$ cat config.mk
export PLATFORM = sky130hd
export DESIGN_NAME = lfb_blend_lane
export DESIGN_NICKNAME = d
export VERILOG_FILES = /design/src/rtl/core/lfb_pkg.sv /design/src/rtl/core/lfb_blend_lane.sv
export SDC_FILE = /design/constraint.sdc
export NUM_CORES = 1
export LEC_CHECK = 0
export ABC_AREA = 0
export BUFFER_PORTS_ARGS = -buffer_cell sky130_fd_sc_hd__buf_4
export CAP_MARGIN = 20
export CORE_UTILIZATION = 40
export DETAILED_ROUTE_END_ITERATION = 10
export GPL_TIMING_DRIVEN = 0
export PLACE_DENSITY_LB_ADDON = 0.3
export SLEW_MARGIN = 20
export SYNTH_ARGS = -nofsm -noshare
export SYNTH_HDL_FRONTEND = slang
export SYNTH_SLANG_ARGS = --single-unit
export TNS_END_PERCENT = 5
$ cat constraint.sdc
create_clock -name clk -period 8.05 [get_ports clk]
set_input_delay 0.805 -clock clk [delete_from_list [all_inputs] [get_ports clk]]
set_output_delay 0.805 -clock clk [all_outputs]
set_load 0.03 [all_outputs]
$ cat src/rtl/core/lfb_pkg.sv
// ----------------------------------------------------------------------------
// lfb_pkg
// Shared types and constants of the linear depth fog blend unit.
// ----------------------------------------------------------------------------
package lfb_pkg;

    // Field widths
    localparam int DIST_W     = 14;
    localparam int COLOR_W    = 8;
    localparam int DENS_W     = 7;
    localparam int HEIGHT_W   = 12;
    localparam int CFG_DATA_W = 14;
    localparam int CFG_IDX_W  = 3;

    // Register indexes
    localparam logic [CFG_IDX_W-1:0] REG_FOG_START    = 3'd0;
    localparam logic [CFG_IDX_W-1:0] REG_FOG_END      = 3'd1;
    localparam logic [CFG_IDX_W-1:0] REG_FOG_RED      = 3'd2;
    localparam logic [CFG_IDX_W-1:0] REG_FOG_GREEN    = 3'd3;
    localparam logic [CFG_IDX_W-1:0] REG_FOG_BLUE     = 3'd4;
    localparam logic [CFG_IDX_W-1:0] REG_DENSITY      = 3'd5;
    localparam logic [CFG_IDX_W-1:0] REG_FRAME_HEIGHT = 3'd6;

    // Register reset values
    localparam logic [DIST_W-1:0]   RST_FOG_START    = 14'd0;
    localparam logic [DIST_W-1:0]   RST_FOG_END      = 14'd5000;
    localparam logic [COLOR_W-1:0]  RST_FOG_COLOR    = 8'd200;
    localparam logic [DENS_W-1:0]   RST_DENSITY      = 7'd10;
    localparam logic [HEIGHT_W-1:0] RST_FRAME_HEIGHT = 12'd1080;

    // Depth scale and density percent
    localparam int DEPTH_SCALE = 10000;
    localparam int DEPTH_SCALE_W = 14;
    localparam logic [DENS_W-1:0] DENS_MAX = 7'd100;

    // floor(2^32 / 100) for the divide-by-100 of the density scaling
    localparam int DENS_RECIP       = 42949672;
    localparam int DENS_RECIP_W     = 26;
    localparam int DENS_RECIP_SHIFT = 32;

    typedef struct packed {
        logic [DIST_W-1:0]   fog_start;
        logic [DIST_W-1:0]   fog_end;
        logic [COLOR_W-1:0]  fog_red;
        logic [COLOR_W-1:0]  fog_green;
        logic [COLOR_W-1:0]  fog_blue;
        logic [DENS_W-1:0]   density;
        logic [HEIGHT_W-1:0] frame_height;
    } cfg_t;

    typedef struct packed {
        logic [COLOR_W-1:0] blue;
        logic [COLOR_W-1:0] green;
        logic [COLOR_W-1:0] red;
    } pixel_t;

endpackage

$ cat src/rtl/core/lfb_blend_lane.sv
// ----------------------------------------------------------------------------
// lfb_blend_lane
// One color channel: pix * (1 - f) + fog * f, truncated and saturated.
// ----------------------------------------------------------------------------
module lfb_blend_lane #(
    parameter int FRAC_BITS = 16
) (
    input  logic                        clk,
    input  logic                        en,
    input  logic [lfb_pkg::COLOR_W-1:0] pix,
    input  logic [lfb_pkg::COLOR_W-1:0] fog,
    input  logic [FRAC_BITS:0]          f,
    output logic [lfb_pkg::COLOR_W-1:0] out_color
);

    localparam int F_W = FRAC_BITS + 1;
    localparam int M_W = F_W + lfb_pkg::COLOR_W;
    localparam int S_W = M_W + 1;
    localparam logic [F_W-1:0] ONE = {1'b1, {FRAC_BITS{1'b0}}};
    localparam logic [S_W-FRAC_BITS-1:0] COLOR_MAX = {2'b00, {lfb_pkg::COLOR_W{1'b1}}};

    logic [F_W-1:0] inv_f;
    logic [M_W-1:0] pix_term_reg;
    logic [M_W-1:0] fog_term_reg;
    logic [S_W-1:0] sum;
    logic [S_W-FRAC_BITS-1:0] whole;
    logic [lfb_pkg::COLOR_W-1:0] out_color_reg;

    assign inv_f = ONE - f;

    // Products, then sum and saturate
    always_comb
    begin
        sum   = S_W'(pix_term_reg) + S_W'(fog_term_reg);
        whole = sum[S_W-1:FRAC_BITS];
    end

    always_ff @(posedge clk)
    begin
        if (en)
        begin
            pix_term_reg  <= M_W'(pix) * M_W'(inv_f);
            fog_term_reg  <= M_W'(fog) * M_W'(f);
            out_color_reg <= (whole > COLOR_MAX) ? {lfb_pkg::COLOR_W{1'b1}}
                                                 : whole[lfb_pkg::COLOR_W-1:0];
        end
    end

    assign out_color = out_color_reg;

endmodule

Word level (Yosys, flattened, before mapping):

Cells that the tools add are included.

* input port bits: 35
* word-level logic and storage cells: 8
* register bits after elaboration: 58
* output and inout bits: 8

* multiply operators: 2
* order comparisons: 1
* add/subtract/negate cells: 2

Operators with widths (count)
* multiplier 8 x 17 -> 25 bit: 2
* adder 25 x 25 -> 26 bit: 1
* subtractor 17 bit (first input constant): 1
* greater-than comparator 10 x 8 -> 1 bit (second input constant): 1

Depth between registers and ports, before layout:

* depth in word-level cells: 2
* gate-level depth with buffers: 24

Worst setup path before layout:

OpenSTA, ideal clock, no wires.

* path kind: input port to flip-flop
* start point: in f[0]
* end point: reg pix_term_reg[23], data pin
* data arrival time: 5.880 ns
* stages on the path: 24
* setup time: 0.265 ns
* required time: 7.785 ns
* buffers on the path: 1
* path slack: 1.905 ns
* path through: clkbuf_1 inv_1 ha_1 nand2_1 nor3_2 nand2b_1 nor4_1 nand2_1 xor2_1 and2_1 fa_1 fa_1 fa_1 inv_1 fa_1 inv_1 ha_1 a21o_1 a21oi_1 nor3b_1 nand3_1 a31oi_1 o21ai_0 xor2_1

* word-level cells in the longest chain between the ends: 2

Ends and longest elaborated chain
* from (decl): RTL line lfb_blend_lane.sv:12 `input logic [FRAC_BITS:0] f,`
* subtractor 17 bit: RTL line lfb_blend_lane.sv:29 `assign inv_f = ONE - f;`
* multiplier 8 x 17 -> 25 bit: RTL line lfb_blend_lane.sv:42 `pix_term_reg <= M_W'(pix) * M_W'(inv_f);`
* to (signal assigned): RTL line lfb_blend_lane.sv:42
* to (decl): RTL line lfb_blend_lane.sv:23 `logic [M_W-1:0] pix_term_reg;`

No other way between the ends.
A chain may end at the register's enable or synchronous reset.

Final worst setup path:

Ends and elaborated chain as after synthesis.

==> impl_metrics.yaml <==
worst_setup_path:
  cp.required_ps: 8150
  worst_path_largest_cell_delay_ps: 620
  end_kind: "flip-flop"
  r2r_end: "out_color[1]$_SDFFCE_PN1P_"
  setup.worst_path.start_class: "primary input"
  worstSetupPathType: "primary input to flip-flop"
  critPathMostFrequentCell: "fa_1"
  path_max_fanout: 10
  r2r_slack_ps: 5190
  crit_slowest_cell: "xor2_1"
  r2r_cells: 9
  rr_startpoint: "pix_term_reg[5]$_DFFE_PP_"
  arrival_ps: 7220
min_path:
  min_path_type: "flip-flop to flip-flop"
  hold_start: "fog_term_reg[23]$_DFFE_PP_"
  whs_endpoint: "out_color[7]$_SDFFCE_PN1P_"
  holdPathStages: 3
clock_tree:
  cts_buffers: 9
  cts_tree: "built"
  ctsResizeCount: 0
  clkLatencyLatePin_ps: 330
  cts_setup_buffers: 0
  clock_sinks: 58
  clk_pin_slew_ps: 60
  cts_hold_buf: 0
  ctsLongestPathBuffers: 2
  h-tree-depth: 3
  root_buffer: "clkbuf_16"
run:
  cap_violations: 0
logic_synthesis:
  netlist-cell-type-count: 55
  synth.area.top_cells: "fa_1, edfxtp_1, ha_1"
  synth_nets: 1479
  yosysTopAreaCellShare: 0.326
  postSynthCellCount: 1149
  yosys_most_used_dff: "edfxtp_1"
  ys_seq_elements: 58
  postSynth.asyncResetShare: 0
  synthMostInstantiatedCell: "inv_1"
  synth_area_um2: 11000
  yosysSeqAreaShare: 0.158
  yosys.area.top_type: "fa_1"
  synth_edf_count: 58
  yosysWarnings: 0
  ys_top_cells_by_count: "inv_1, fa_1, and2_1, ha_1, nand2_1"
  synth.avg_cell_area_um2: 9.61
power:
  p_leak_nw: 5.60
  power.density_nw_per_um2: 324
  vdd_drop_max_v: 0.000162
floorplan:
  die_area_um2: 28300
  io_pins: 43
  core_area_um2: 27000
  chipWidth_um: 168
  die_h_um: 168
  rows: 60
  start_util: 0.409
route:
  drtPass1Iterations: 5
  wire_per_inst_um: 15.6
  detail_route.iter0.violations: 453
  route.detailed.drc: 0
  wirelength_um: 24100
  ant_nets: 0
  num_vias: 7894
  viasPerCell: 5.11
place:
  gp_congestion: 0.891
  dpl.hpwl_um: 20300
  port_buffers: 38
  dp_worst_setup_slack_ps: 652
sta:
  fmax_mhz: 140
  slew_violations: 0
  rsz0062_at_grt: "false"
  clock_skew_ps: 10.7
  fin_ws_ps: 926
  fin_crit_ps: 7120
  period_share: 0.885
  slew_headroom: 0.453
  tightest_slew_ps: 815
  hold_viol: 0
  tns_ps: 0
  setup_viol: 0
outcome:
  outcome: "completed"
layout:
  final_nets: 1528
  antenna_cells: 0
  fill_cells: 2641
  drive_gt1_frac: 0.0549
  area_growth_pct: 9.26
global_routing:
  grt_pass1_vias: 8511
  overflow: 0
  grt_max_degree: 59
  grt_first_pass_wirelength_um: 42000
  globalRouteTotalUtil: 0.188
  antenna_found_initial: 0
-- worst max path at each step --
stage / startpoint / to / cells after the start
floorplan: f[0] / pix_term_reg[23]$_DFFE_PP_ / 24
global placement: f[0] / pix_term_reg[23]$_DFFE_PP_ / 25
detailed placement: f[0] / pix_term_reg[23]$_DFFE_PP_ / 25
CTS: f[0] / pix_term_reg[23]$_DFFE_PP_ / 25
global route: f[0] / pix_term_reg[23]$_DFFE_PP_ / 25
finish: f[0] / pix_term_reg[23]$_DFFE_PP_ / 25
-- cells in the final DEF (no fill, tap or decap), types with 2 or more instances in the layout --
cell type | netlist | routed
a31oi_1 | 4 | 4
a211oi_1 | 10 | 10
nand2b_1 | 3 | 3
nand4_1 | 3 | 3
nor4_1 | 3 | 3
clkinv_1 | 0 | 2
xor2_1 | 14 | 14
o21ai_0 | 18 | 18
xnor2_1 | 39 | 39
o21ai_2 | 2 | 2
and2_1 | 178 | 178
inv_1 | 194 | 194
ha_1 | 115 | 115
buf_4 | 0 | 38
nor2b_1 | 11 | 11
nand2_1 | 114 | 114
nor3_2 | 2 | 2
or3_1 | 2 | 2
nor3_1 | 12 | 12
clkbuf_16 | 0 | 9
a211o_1 | 2 | 2
edfxtp_1 | 58 | 58
o21bai_1 | 5 | 5
o21a_1 | 9 | 9
nor2_1 | 38 | 38
nand3_1 | 8 | 8
a21o_1 | 15 | 15
fa_1 | 180 | 180
o21ai_1 | 7 | 7
clkbuf_1 | 32 | 33
bufinv_16 | 0 | 2
and3_1 | 5 | 5
o2111ai_1 | 3 | 3
and4_1 | 3 | 3
o31a_1 | 3 | 3
a21oi_1 | 34 | 34
-- power breakdown --
| group | total [mW] | switching, mW | internal (mW) |
|---|---|---|---|
| sequential | 0.645 | 0.0443 | 0.600 |
| clock | 0.404 | 0.135 | 0.269 |
| combinational | 2.86 | 1.65 | 1.21 |
-- cell type report --
| class | count | area [um^2] | share of cell area |
|---|---|---|---|
| plain buffers | 33 | 124 | 0.0103 |
| multi-input cells | 864 | 8450 | 0.700 |
| clock inverters | 6 | 81.3 | 0.00674 |
| repair buffers | 38 | 285 | 0.0236 |
| flip-flops and latches | 58 | 1740 | 0.144 |
| well taps | 341 | 427 | 0.0354 |
| clock buffers | 10 | 229 | 0.0190 |
| inverters | 194 | 728 | 0.0604 |
-- worst max-delay path: cells and delay by family --
| kind | cells | cell delay, ps |
|---|---|---|
| xor gates and xnor gates | 2 | 970 |
| adders and majority gates | 6 | 2570 |
| buffers and inverters | 5 | 590 |
| AOI/OAI and AO/OA | 3 | 510 |
| and+or+nand+nor | 9 | 1790 |
-- logic make-up (layout without fill, tap and decap cells) --
| family | Yosys count | after routing | share of synthesized area |
|---|---|---|---|
| xor gates and xnor gates | 53 | 53 | 0.0420 |
| buffers and inverters | 227 | 281 | 0.0772 |
| DFF | 58 | 58 | 0.158 |
| adders and majority gates | 295 | 295 | 0.457 |
| AOI/OAI and AO/OA | 129 | 129 | 0.0811 |
| and+or+nand+nor | 387 | 387 | 0.185 |
-- metrics by stage --
step           hold WS [ps]  area, um^2   util  cells  total power [mW]
2_1_floorplan           619       11000      -   1149              2.84
3_3_place_gp            672       11800  0.435   1528              3.48
3_5_place_dp            668       11800  0.435   1528              3.53
4_1_cts                 681       12100  0.446   1544              3.95
5_1_grt                 751       12100  0.446   1544              4.39
6_report                670       12100  0.446   1544              3.90
-- routing by layer --
| metal | GRT usage | vias up | share of wire |
|---|---|---|---|
| met3 | 0.0230 | 23 | 0.034 |
| met5 | 0 | - | 0 |
| met2 | 0.328 | 125 | 0.49 |
| met1 | 0.249 | 4000 | 0.46 |
| met4 | 0.0470 | 0 | 0.020 |
| li1 | - | 3746 | - |
No activity file was read; power rests on OpenSTA's default activity.
