===== config.mk =====
export PLATFORM = sky130hd
export DESIGN_NAME = lfb_factor
export DESIGN_NICKNAME = d
export VERILOG_FILES = /design/src/rtl/core/lfb_pkg.sv /design/src/rtl/core/lfb_pipe_div.sv /design/src/rtl/core/lfb_factor.sv
export SDC_FILE = /design/constraint.sdc
export NUM_CORES = 2
export LEC_CHECK = 0
export ABC_CLOCK_PERIOD_IN_PS = 6800
export BUFFER_PORTS_ARGS = -buffer_cell sky130_fd_sc_hd__buf_4
export CORE_AREA = 10 10 567 569
export DETAILED_ROUTE_END_ITERATION = 6
export DIE_AREA = 0 0 577 579
export PLACE_DENSITY = 0.63
export SLEW_MARGIN = 10
export SYNTH_ARGS = -nofsm -noshare
export SYNTH_HDL_FRONTEND = slang
export SYNTH_SLANG_ARGS = --single-unit

===== constraint.sdc =====
create_clock -name clk -period 6.8 [get_ports clk]
set_clock_uncertainty 0.05 [all_clocks]
set_input_delay 1.02 -clock clk [delete_from_list [all_inputs] [get_ports clk]]
set_output_delay 1.02 -clock clk [all_outputs]
set_load 0.02 [all_outputs]

===== src/rtl/core/lfb_pkg.sv =====
// ----------------------------------------------------------------------------
// lfb_pkg
// Shared types and constants of the linear depth fog blend unit.
// ----------------------------------------------------------------------------
package lfb_pkg;

    // Field widths
    localparam int DIST_W     = 14;
    localparam int COLOR_W    = 8;
    localparam int DENS_W     = 7;
    localparam int HEIGHT_W   = 12;
    localparam int CFG_DATA_W = 14;
    localparam int CFG_IDX_W  = 3;

    // Register indexes
    localparam logic [CFG_IDX_W-1:0] REG_FOG_START    = 3'd0;
    localparam logic [CFG_IDX_W-1:0] REG_FOG_END      = 3'd1;
    localparam logic [CFG_IDX_W-1:0] REG_FOG_RED      = 3'd2;
    localparam logic [CFG_IDX_W-1:0] REG_FOG_GREEN    = 3'd3;
    localparam logic [CFG_IDX_W-1:0] REG_FOG_BLUE     = 3'd4;
    localparam logic [CFG_IDX_W-1:0] REG_DENSITY      = 3'd5;
    localparam logic [CFG_IDX_W-1:0] REG_FRAME_HEIGHT = 3'd6;

    // Register reset values
    localparam logic [DIST_W-1:0]   RST_FOG_START    = 14'd0;
    localparam logic [DIST_W-1:0]   RST_FOG_END      = 14'd5000;
    localparam logic [COLOR_W-1:0]  RST_FOG_COLOR    = 8'd200;
    localparam logic [DENS_W-1:0]   RST_DENSITY      = 7'd10;
    localparam logic [HEIGHT_W-1:0] RST_FRAME_HEIGHT = 12'd1080;

    // Depth scale and density percent
    localparam int DEPTH_SCALE = 10000;
    localparam int DEPTH_SCALE_W = 14;
    localparam logic [DENS_W-1:0] DENS_MAX = 7'd100;

    // floor(2^32 / 100) for the divide-by-100 of the density scaling
    localparam int DENS_RECIP       = 42949672;
    localparam int DENS_RECIP_W     = 26;
    localparam int DENS_RECIP_SHIFT = 32;

    typedef struct packed {
        logic [DIST_W-1:0]   fog_start;
        logic [DIST_W-1:0]   fog_end;
        logic [COLOR_W-1:0]  fog_red;
        logic [COLOR_W-1:0]  fog_green;
        logic [COLOR_W-1:0]  fog_blue;
        logic [DENS_W-1:0]   density;
        logic [HEIGHT_W-1:0] frame_height;
    } cfg_t;

    typedef struct packed {
        logic [COLOR_W-1:0] blue;
        logic [COLOR_W-1:0] green;
        logic [COLOR_W-1:0] red;
    } pixel_t;

endpackage


===== src/rtl/core/lfb_pipe_div.sv =====
// ----------------------------------------------------------------------------
// lfb_pipe_div
// Pipelined restoring divider, one quotient bit per stage, with side payload.
// ----------------------------------------------------------------------------
module lfb_pipe_div #(
    parameter int QW  = 16,
    parameter int RW  = 14,
    parameter int PLW = 24
) (
    input  logic           clk,
    input  logic           rst_n,
    input  logic           en,
    input  logic           in_valid,
    input  logic [RW-1:0]  in_rem,
    input  logic [QW-1:0]  in_dividend,
    input  logic [RW-1:0]  divisor,
    input  logic [PLW-1:0] in_payload,
    output logic           out_valid,
    output logic [QW-1:0]  out_quotient,
    output logic [PLW-1:0] out_payload
);

    // Stage k holds partial remainder, dividend/quotient shift word, payload
    logic           vld_s [1:QW];
    logic [RW-1:0]  rem_s [1:QW];
    logic [QW-1:0]  dq_s  [1:QW];
    logic [PLW-1:0] pl_s  [1:QW];

    for (genvar k = 0; k < QW; k++) begin : g_stage
        logic           vld_in;
        logic [RW-1:0]  rem_in;
        logic [QW-1:0]  dq_in;
        logic [PLW-1:0] pl_in;
        logic [RW:0]    trial;
        logic [RW:0]    diff;
        logic           qbit;
        logic [RW-1:0]  rem_next;

        // Stage source: divider inputs for the first stage, else the stage before
        if (k == 0) begin : g_src_in
            assign vld_in = in_valid;
            assign rem_in = in_rem;
            assign dq_in  = in_dividend;
            assign pl_in  = in_payload;
        end
        else begin : g_src_stage
            assign vld_in = vld_s[k];
            assign rem_in = rem_s[k];
            assign dq_in  = dq_s[k];
            assign pl_in  = pl_s[k];
        end

        // One shift-subtract step
        always_comb
        begin
            trial    = {rem_in, dq_in[QW-1]};
            diff     = trial - {1'b0, divisor};
            qbit     = (trial >= {1'b0, divisor});
            rem_next = qbit ? diff[RW-1:0] : trial[RW-1:0];
        end

        always_ff @(posedge clk or negedge rst_n)
        begin
            if (!rst_n)
            begin
                vld_s[k+1] <= 1'b0;
            end
            else if (en)
            begin
                vld_s[k+1] <= vld_in;
            end
        end

        always_ff @(posedge clk)
        begin
            if (en)
            begin
                rem_s[k+1] <= rem_next;
                dq_s[k+1]  <= {dq_in[QW-2:0], qbit};
                pl_s[k+1]  <= pl_in;
            end
        end
    end

    assign out_valid    = vld_s[QW];
    assign out_quotient = dq_s[QW];
    assign out_payload  = pl_s[QW];

endmodule


===== src/rtl/core/lfb_factor.sv =====
// ----------------------------------------------------------------------------
// lfb_factor
// Depth from row, linear fog ratio and density scaling into the blend factor.
// ----------------------------------------------------------------------------
module lfb_factor #(
    parameter int ROW_BITS  = 12,
    parameter int FRAC_BITS = 16
) (
    input  logic                 clk,
    input  logic                 rst_n,
    input  logic                 en,
    input  logic                 in_valid,
    input  logic [ROW_BITS-1:0]  row,
    input  lfb_pkg::pixel_t      in_pix,
    input  lfb_pkg::cfg_t        cfg,
    output logic                 out_valid,
    output logic [FRAC_BITS:0]   out_f,
    output lfb_pkg::pixel_t      out_pix
);

    localparam int DEPTH_W = ROW_BITS + lfb_pkg::DEPTH_SCALE_W;
    localparam int PIX_W   = $bits(lfb_pkg::pixel_t);
    localparam int X_W     = FRAC_BITS + lfb_pkg::DENS_W;
    localparam int P_W     = X_W + lfb_pkg::DENS_RECIP_W;
    localparam int F_W     = FRAC_BITS + 1;
    localparam logic [F_W-1:0] ONE = {1'b1, {FRAC_BITS{1'b0}}};

    // Static terms of the configuration
    logic [lfb_pkg::HEIGHT_W-1:0] h_eff;
    logic [lfb_pkg::DENS_W-1:0]   dens_eff;
    logic                         ends_equal;
    logic                         den_pos;
    logic [lfb_pkg::DIST_W-1:0]   den;

    always_comb
    begin
        h_eff      = (cfg.frame_height == '0) ? lfb_pkg::HEIGHT_W'(1) : cfg.frame_height;
        dens_eff   = (cfg.density > lfb_pkg::DENS_MAX) ? lfb_pkg::DENS_MAX : cfg.density;
        ends_equal = (cfg.fog_end == cfg.fog_start);
        den_pos    = (cfg.fog_end > cfg.fog_start);
        den        = den_pos ? (cfg.fog_end - cfg.fog_start) : (cfg.fog_start - cfg.fog_end);
    end

    // Stage A: row * 10000
    logic                 valid_a_reg;
    logic [DEPTH_W-1:0]   prod_a_reg;
    lfb_pkg::pixel_t      pix_a_reg;

    always_ff @(posedge clk or negedge rst_n)
    begin
        if (!rst_n)
        begin
            valid_a_reg <= 1'b0;
        end
        else if (en)
        begin
            valid_a_reg <= in_valid;
        end
    end

    always_ff @(posedge clk)
    begin
        if (en)
        begin
            prod_a_reg <= DEPTH_W'(row) * DEPTH_W'(lfb_pkg::DEPTH_SCALE);
            pix_a_reg  <= in_pix;
        end
    end

    // Depth divider: depth = prod / h
    logic               valid_dd;
    logic [DEPTH_W-1:0] depth_dd;
    logic [PIX_W-1:0]   pl_dd;

    lfb_pipe_div #(
        .QW  (DEPTH_W),
        .RW  (lfb_pkg::HEIGHT_W),
        .PLW (PIX_W)
    ) u_depth_div (
        .clk          (clk),
        .rst_n        (rst_n),
        .en           (en),
        .in_valid     (valid_a_reg),
        .in_rem       ('0),
        .in_dividend  (prod_a_reg),
        .divisor      (h_eff),
        .in_payload   (pix_a_reg),
        .out_valid    (valid_dd),
        .out_quotient (depth_dd),
        .out_payload  (pl_dd)
    );

    // Stage B: numerator and special cases
    logic               num_pos;
    logic [DEPTH_W-1:0] start_x;
    logic [DEPTH_W-1:0] num;
    logic               sat_b_next;
    logic               zero_b_next;

    always_comb
    begin
        start_x = DEPTH_W'(cfg.fog_start);
        num_pos = (depth_dd > start_x);
        num     = num_pos ? (depth_dd - start_x) : (start_x - depth_dd);
        if (ends_equal)
        begin
            sat_b_next  = num_pos;
            zero_b_next = !num_pos;
        end
        else if ((num == '0) || (num_pos != den_pos))
        begin
            sat_b_next  = 1'b0;
            zero_b_next = 1'b1;
        end
        else
        begin
            // ratio at or above one clamps
            sat_b_next  = (num >= DEPTH_W'(den));
            zero_b_next = 1'b0;
        end
    end

    logic                       valid_b_reg;
    logic                       sat_b_reg;
    logic                       zero_b_reg;
    logic [lfb_pkg::DIST_W-1:0] rem_b_reg;
    logic [PIX_W-1:0]           pix_b_reg;

    always_ff @(posedge clk or negedge rst_n)
    begin
        if (!rst_n)
        begin
            valid_b_reg <= 1'b0;
        end
        else if (en)
        begin
            valid_b_reg <= valid_dd;
        end
    end

    always_ff @(posedge clk)
    begin
        if (en)
        begin
            sat_b_reg  <= sat_b_next;
            zero_b_reg <= zero_b_next;
            // remainder start must stay below the divisor
            rem_b_reg  <= (sat_b_next || zero_b_next) ? '0 : num[lfb_pkg::DIST_W-1:0];
            pix_b_reg  <= pl_dd;
        end
    end

    // Ratio divider: fraction bits of num / den
    logic                 valid_rd;
    logic [FRAC_BITS-1:0] q_rd;
    logic [PIX_W+1:0]     pl_rd;

    lfb_pipe_div #(
        .QW  (FRAC_BITS),
        .RW  (lfb_pkg::DIST_W),
        .PLW (PIX_W + 2)
    ) u_ratio_div (
        .clk          (clk),
        .rst_n        (rst_n),
        .en           (en),
        .in_valid     (valid_b_reg),
        .in_rem       (rem_b_reg),
        .in_dividend  ('0),
        .divisor      (den),
        .in_payload   ({sat_b_reg, zero_b_reg, pix_b_reg}),
        .out_valid    (valid_rd),
        .out_quotient (q_rd),
        .out_payload  (pl_rd)
    );

    // Stage C: clamp and scale by density
    logic [F_W-1:0] ratio;

    always_comb
    begin
        if (pl_rd[PIX_W+1])
        begin
            ratio = ONE;
        end
        else if (pl_rd[PIX_W])
        begin
            ratio = '0;
        end
        else
        begin
            ratio = {1'b0, q_rd};
        end
    end

    logic             valid_c_reg;
    logic [X_W-1:0]   x_c_reg;
    lfb_pkg::pixel_t  pix_c_reg;

    // Stage D: reciprocal multiply for the divide by 100
    logic [P_W-1:0]   recip_prod;
    logic             valid_d_reg;
    logic [F_W-1:0]   q0_d_reg;
    logic [X_W-1:0]   x_d_reg;
    lfb_pkg::pixel_t  pix_d_reg;

    assign recip_prod = P_W'(x_c_reg) * P_W'(lfb_pkg::DENS_RECIP);

    // Stage E: one-step correction of the quotient
    logic [X_W-1:0]   qm;
    logic [X_W-1:0]   rmd;
    logic [F_W-1:0]   f_next;
    logic             valid_e_reg;
    logic [F_W-1:0]   f_e_reg;
    lfb_pkg::pixel_t  pix_e_reg;

    always_comb
    begin
        qm     = X_W'(q0_d_reg) * X_W'(lfb_pkg::DENS_MAX);
        rmd    = x_d_reg - qm;
        f_next = (rmd >= X_W'(lfb_pkg::DENS_MAX)) ? (q0_d_reg + F_W'(1)) : q0_d_reg;
    end

    always_ff @(posedge clk or negedge rst_n)
    begin
        if (!rst_n)
        begin
            valid_c_reg <= 1'b0;
            valid_d_reg <= 1'b0;
            valid_e_reg <= 1'b0;
        end
        else if (en)
        begin
            valid_c_reg <= valid_rd;
            valid_d_reg <= valid_c_reg;
            valid_e_reg <= valid_d_reg;
        end
    end

    always_ff @(posedge clk)
    begin
        if (en)
        begin
            x_c_reg   <= X_W'(ratio) * X_W'(dens_eff);
            pix_c_reg <= lfb_pkg::pixel_t'(pl_rd[PIX_W-1:0]);
            q0_d_reg  <= recip_prod[lfb_pkg::DENS_RECIP_SHIFT +: F_W];
            x_d_reg   <= x_c_reg;
            pix_d_reg <= pix_c_reg;
            f_e_reg   <= f_next;
            pix_e_reg <= pix_d_reg;
        end
    end

    assign out_valid = valid_e_reg;
    assign out_f     = f_e_reg;
    assign out_pix   = pix_e_reg;

endmodule


Yosys cells after proc, flatten, opt, wreduce, memory -nomap -nowiden --
Memories as Yosys holds them, arrays and structs flattened. A register that Yosys moved wholly into a read port is not among the register bits. Index checks and enable logic that the tools add are counted.
Operators by class: $mul 4, order comparisons 47, eq/ne operators 2, reduce and logical (&&, ||, !) cells 5, muxes and demuxes 55, add/sub/neg operators 48
Operators by type and width (number):
- greater-or-equal comparator 13 x 12 -> 1 bit | 25
- 2-to-1 mux 12 bit | 27
- subtractor 12 bit | 25
- subtractor 14 bit | 18
- greater-or-equal comparator 15 x 14 -> 1 bit | 16
- 2-to-1 mux 14 bit | 17
- multiplier 23 x 23 -> 46 bit (second input constant) | 1
- 2-to-1 mux 17 bit | 2
- greater-or-equal comparator 26 x 14 -> 1 bit | 1
- > comparator 26 x 14 -> 1 bit | 1
- zero test 26 bit | 1
- 2-to-1 mux 26 bit | 1
- subtractor 14 x 26 -> 26 bit | 1
- subtractor 26 x 14 -> 26 bit | 1
- greater-or-equal comparator 23 x 7 -> 1 bit (second input constant) | 1
- multiplier 17 x 7 -> 23 bit | 1
- subtractor 23 bit | 1
- multiplier 12 x 10 -> 22 bit (second input constant) | 1
- multiplier 17 x 5 -> 21 bit (second input constant) | 1
- adder 17 x 1 -> 17 bit (second input constant) | 1
- 2-to-1 mux 16 bit | 1
- == test 14 bit | 1
- > comparator 14 bit | 1
- greater-or-equal comparator 1 x 12 -> 1 bit | 1
- 8 further kinds | 14
Storage, ports and cells: register bits 261, bits of input ports 111, memory bits (writable) 2508, memories 6
Memories:
- u_depth_div.dq_s | words 26, bits a word 26, rd ports 26, clocked after memory_dff 0, write ports 26, line lfb_pipe_div.sv:26 | logic [QW-1:0] dq_s [1:QW];
- u_depth_div.pl_s | words 26, bits a word 24, rd ports 26, clocked after memory_dff 1, write ports 26, line lfb_pipe_div.sv:27 | logic [PLW-1:0] pl_s [1:QW];
- u_ratio_div.pl_s | words 16, bits a word 26, rd ports 16, clocked after memory_dff 0, write ports 16, line lfb_pipe_div.sv:27
- u_depth_div.rem_s | words 26, bits a word 12, rd ports 25, clocked after memory_dff 0, write ports 26, line lfb_pipe_div.sv:25 | logic [RW-1:0] rem_s [1:QW];
- u_ratio_div.dq_s | words 16, bits a word 16, rd ports 16, clocked after memory_dff 0, write ports 16, line lfb_pipe_div.sv:26
- u_ratio_div.rem_s | words 16, bits a word 14, rd ports 15, clocked after memory_dff 0, write ports 16, line lfb_pipe_div.sv:25

Logic depth before layout (Yosys ltp) --
An unclocked memory read counts as a cell.
word-level depth 8, mapped depth 29, mapped depth without buffers 28

Modules after synthesis --
From an unflattened synthesis, not the netlist that was laid out.
Second synthesis, totals: cells, all modules 9475, area total of the unflattened synthesis 134093.6 um^2
By module, submodules not included:
- lfb_pipe_div at u_depth_div | times used 1, cells an instance 4041, area each 65773.1 um^2
- lfb_pipe_div at u_ratio_div | times used 1, cells an instance 2700, area each 39929.5 um^2
- lfb_factor | times used 1, cells an instance 2734, area each 28391.0 um^2

Least setup slack after synthesis --
OpenSTA, ideal clock, no wires.
path kind input to register, start in cfg[46] in the netlist's numbering, end reg, netlist name u_ratio_div.rem_s[0][188], required time 6490 ps, stages 26, slack -498 ps, arrival time 6988 ps, path through inv_1 ha_1 clkbuf_1 and4_1 a221o_1 a221o_1 a21oi_1 o21a_1 nor3_1 clkbuf_1 clkbuf_1 mux2_2 inv_1 ha_1 a21o_1 a21oi_1 o21ai_0 a21oi_1 nor2b_1 nor2_1 o21ai_0 o41ai_1 o21ai_1 a21boi_1 buf_2 mux2_2
RTL lines:
- from (decl) | line lfb_factor.sv:15 | input lfb_pkg::cfg_t cfg,

Worst setup path after layout --
start reg x_c_reg[9], end reg q0_d_reg[16], data pin
On the way: cells in the longest elaborated chain, start to end 1
RTL lines:
- from (decl) | line lfb_factor.sv:196 | logic [X_W-1:0] x_c_reg;
- from (signal assigned) | line lfb_factor.sv:243 | x_c_reg <= X_W'(ratio) * X_W'(dens_eff);
- multiplier 23 x 23 -> 46 bit | line lfb_factor.sv:206 | assign recip_prod = P_W'(x_c_reg) * P_W'(lfb_pkg::DENS_RECIP);
- net recip_prod[48] | line lfb_factor.sv:200 | logic [P_W-1:0] recip_prod;
- to (signal assigned) | line lfb_factor.sv:245 | q0_d_reg <= recip_prod[lfb_pkg::DENS_RECIP_SHIFT +: F_W];
- to (decl) | line lfb_factor.sv:202 | logic [F_W-1:0] q0_d_reg;
The timed path passes the listed nets, and every way through them passes these cells. A chain may end at the register's enable or synchronous reset.

==> results.yml <==
run_status:
  outcome: "complete, no violations"
synth:
  avgSynthCellArea_sq_um: 14.66
  seq_area_frac_synth_pct: 61.81
  synth_top_area_cell: "edfxtp_1"
  synth_common_cells: "edfxtp_1, ha_1, inv_1"
  synth.area.top_cells: "edfxtp_1, ha_1, fa_1"
  synth_cell_type_count: 92
  synth_edf_count: 2504
  synth_cells: 8428
  synth_top_area_share_pct: 60.86
  yosys_register_bits: 2551
  syn-num-nets: 9899
  synth.cell_area_sq_um: 123600
  synth_most_common_cell: "edfxtp_1"
  ys.warnings.count: 0
  synthFlopType: "edfxtp_1"
  synthArstFlopShare_pct: 1.842
placed_design:
  gp_congestion: 0.8681
  dp_hpwl_mm: 161.0
  placed_cells: 12920
  port_buffers: 128
timing:
  tns_ns: 0
  hold_viol_final: 0
  finalCritPeriodShare_pct: 97.50
  max-slew-margin-rel_pct: 16.69
  fmax_ghz: 0.1508
  slew_violations: 0
  worst_slew_pin_slew_ns: 1.248
  rsz0062_at_grt: "true"
  setup_violations: 0
  min_period_ns: 6.630
clocking:
  insertion_delay_ns: 0.89
  cts_buffers: 280
  root_buffer: "clkbuf_16"
  cts_tree: "built"
  clock_tree.buffer_depth: 4
  path_clk_slew_ns: 0.06
  htreeDepth: 5
  cts_hold_buf: 0
  clock-sinks: 2551
routing:
  antenna_left: 0
  vias: 67460
  dr.pass1.iters: 6
  wl_per_cell_um: 17.52
  vias_per_cell: 5.016
  drt_wl_total_mm: 235.7
  drt_iter0_drc: 4212
  drcViolationCount: 0
setup_path:
  r2r_cells: 25
  rrSetupSlack_ns: 0.17
  start_kind: "flip-flop"
  path_class: "reg2reg"
  required_ns: 7.35
  crit_fanout: 6
  worstReg2RegStart: "x_c_reg[9]$_DFFE_PP_"
  end_kind: "flip-flop"
  rr_endpoint: "q0_d_reg[16]$_DFFE_PP_"
  worst_ep_arrival_time_ns: 7.18
finish:
  drive_gt1_share_pct: 14.68
  syn2layout_area_growth_pct: 15.09
  fillers: 27050
  fin_nets: 10560
  regMostFlops: "u_depth_div.pl_s"
  largest_reg_flops: 624
  multi_input_area_sq_um: 44210
  regArea_sq_um: 76370
  top_regs: "u_depth_div.pl_s x624, u_depth_div.dq_s x582, u_ratio_div.pl_s x416"
  finalNonFillerCells: 13450
global_routing:
  grt_util_all_layers_pct: 13.73
  grt_pass1_vias: 69600
  antenna_found_initial: 4
  overflow: 0
  grt_max_degree: 182
  grt_pass1_wl_mm: 373.8
hold_path:
  hold_path.class: "in2async"
floorplanning:
  io_pins: 153
  fp.coreArea_sq_um: 310400
  std_cell_rows: 205
  die_area_sq_um: 334100
  chipWidth_um: 577
  die_h_um: 579
  start_util_pct: 39.81
run:
  cap_violations: 0
kinds of logic after synthesis:
family,Yosys count,synth area share [%]
mux,451,4.031
xor+xnor,411,2.936
flops,2551,61.81
compound gates,1347,7.013
buf+inv,917,2.819
fa+ha+maj,1360,15.83
simple gates,1391,5.559
how the worst max path moves through the flow:
stage | startpoint | end | cells past startpoint
detailed placement | x_c_reg[9]$_DFFE_PP_ | q0_d_reg[16]$_DFFE_PP_ | 25
CTS | x_c_reg[10]$_DFFE_PP_ | q0_d_reg[16]$_DFFE_PP_ | 23
finish | x_c_reg[9]$_DFFE_PP_ | q0_d_reg[16]$_DFFE_PP_ | 25
global route | x_c_reg[10]$_DFFE_PP_ | q0_d_reg[16]$_DFFE_PP_ | 24
floorplan | cfg[46] | u_ratio_div.rem_s[0][61]$_DFFE_PP_ | 27
global placement | x_c_reg[9]$_DFFE_PP_ | q0_d_reg[16]$_DFFE_PP_ | 25
placed cells by master (no fill, tap or decap), types with 52 or more instances in the layout:
cell type and n:
mux2i_1 79, nor3_1 72, nor2_1 420, a21boi_0 96
edfxtp_1 2504, a21oi_1 314, fa_1 330, clkbuf_16 285
mux2_2 371, o21bai_1 62, nor2b_1 100, clkbuf_1 52
ha_1 1005, xnor2_1 280, buf_4 436, inv_1 798
nand3_1 66, clkinv_1 64, nand2_1 331, a21o_1 167
xor2_1 124, nand2b_1 88, nand4_1 110, o21ai_0 348
routing by layer:
layer / routed length, um / up-vias / track usage, %
met5: 13 / - / 0
met2: 113500 / 1207 / 23.23
met3: 9704 / 447 / 2.303
met4: 7917 / 2 / 4.646
li1: - / 32510 / -
met1: 104600 / 33300 / 17.95
critical path, stage by stage (launching register included):
cell and delay, ns:
edfxtp_1 0.45, buf_6 0.19, buf_8 0.14, ha_1 0.27, inv_1 0.05, fa_1 0.47, inv_1 0.05, fa_1 0.44
ha_1 0.29, inv_1 0.06, fa_1 0.53, inv_1 0.05, fa_1 0.45, fa_1 0.54, ha_4 0.21, a22o_1 0.22
nor4_4 0.28, nand4b_1 0.16, o211a_1 0.25, a21oi_2 0.08, buf_6 0.13, a2111oi_4 0.30, nor3_2 0.10, a41o_1 0.32
o31ai_4 0.22, xnor2_1 0.09
layout make-up:
type                       count  share of cell area (%)
antenna                        3                0.005280
inverter                     808                   2.136
multi-input combinational   4960                   31.09
tap                         4140                   3.643
sequential                  2551                   53.71
timing repair buffer         491                   2.995
clock inverter               160                   1.288
clock buffer                 336                   5.135
through the flow:
stage                     cell area, sq um  setup WS, ns  hold WS (ns)  utilization (%)
after detailed placement            132400       -0.3286        0.3545            42.65
after global routing                142200      -0.07163       0.07270            45.82
after CTS                           141600       0.01823       0.01538            45.63
final                               142200        0.1703        0.1002            45.82
after global placement              132400       -0.2725        0.3501            42.65
after floorplan                     123600      0.002392        0.3503                -
repair_timing:
item,in CTS,in global routing
endpoints found under the hold margin,0,0
setup buffers,5,24
resized for setup,18,65
gates cloned,0,1
setup endpoints to repair,21,24
pin swaps,8,75
Power is left out: the tool's default activity adds up to more than one toggle a clock period on the data nets, which glitch-free logic cannot reach.
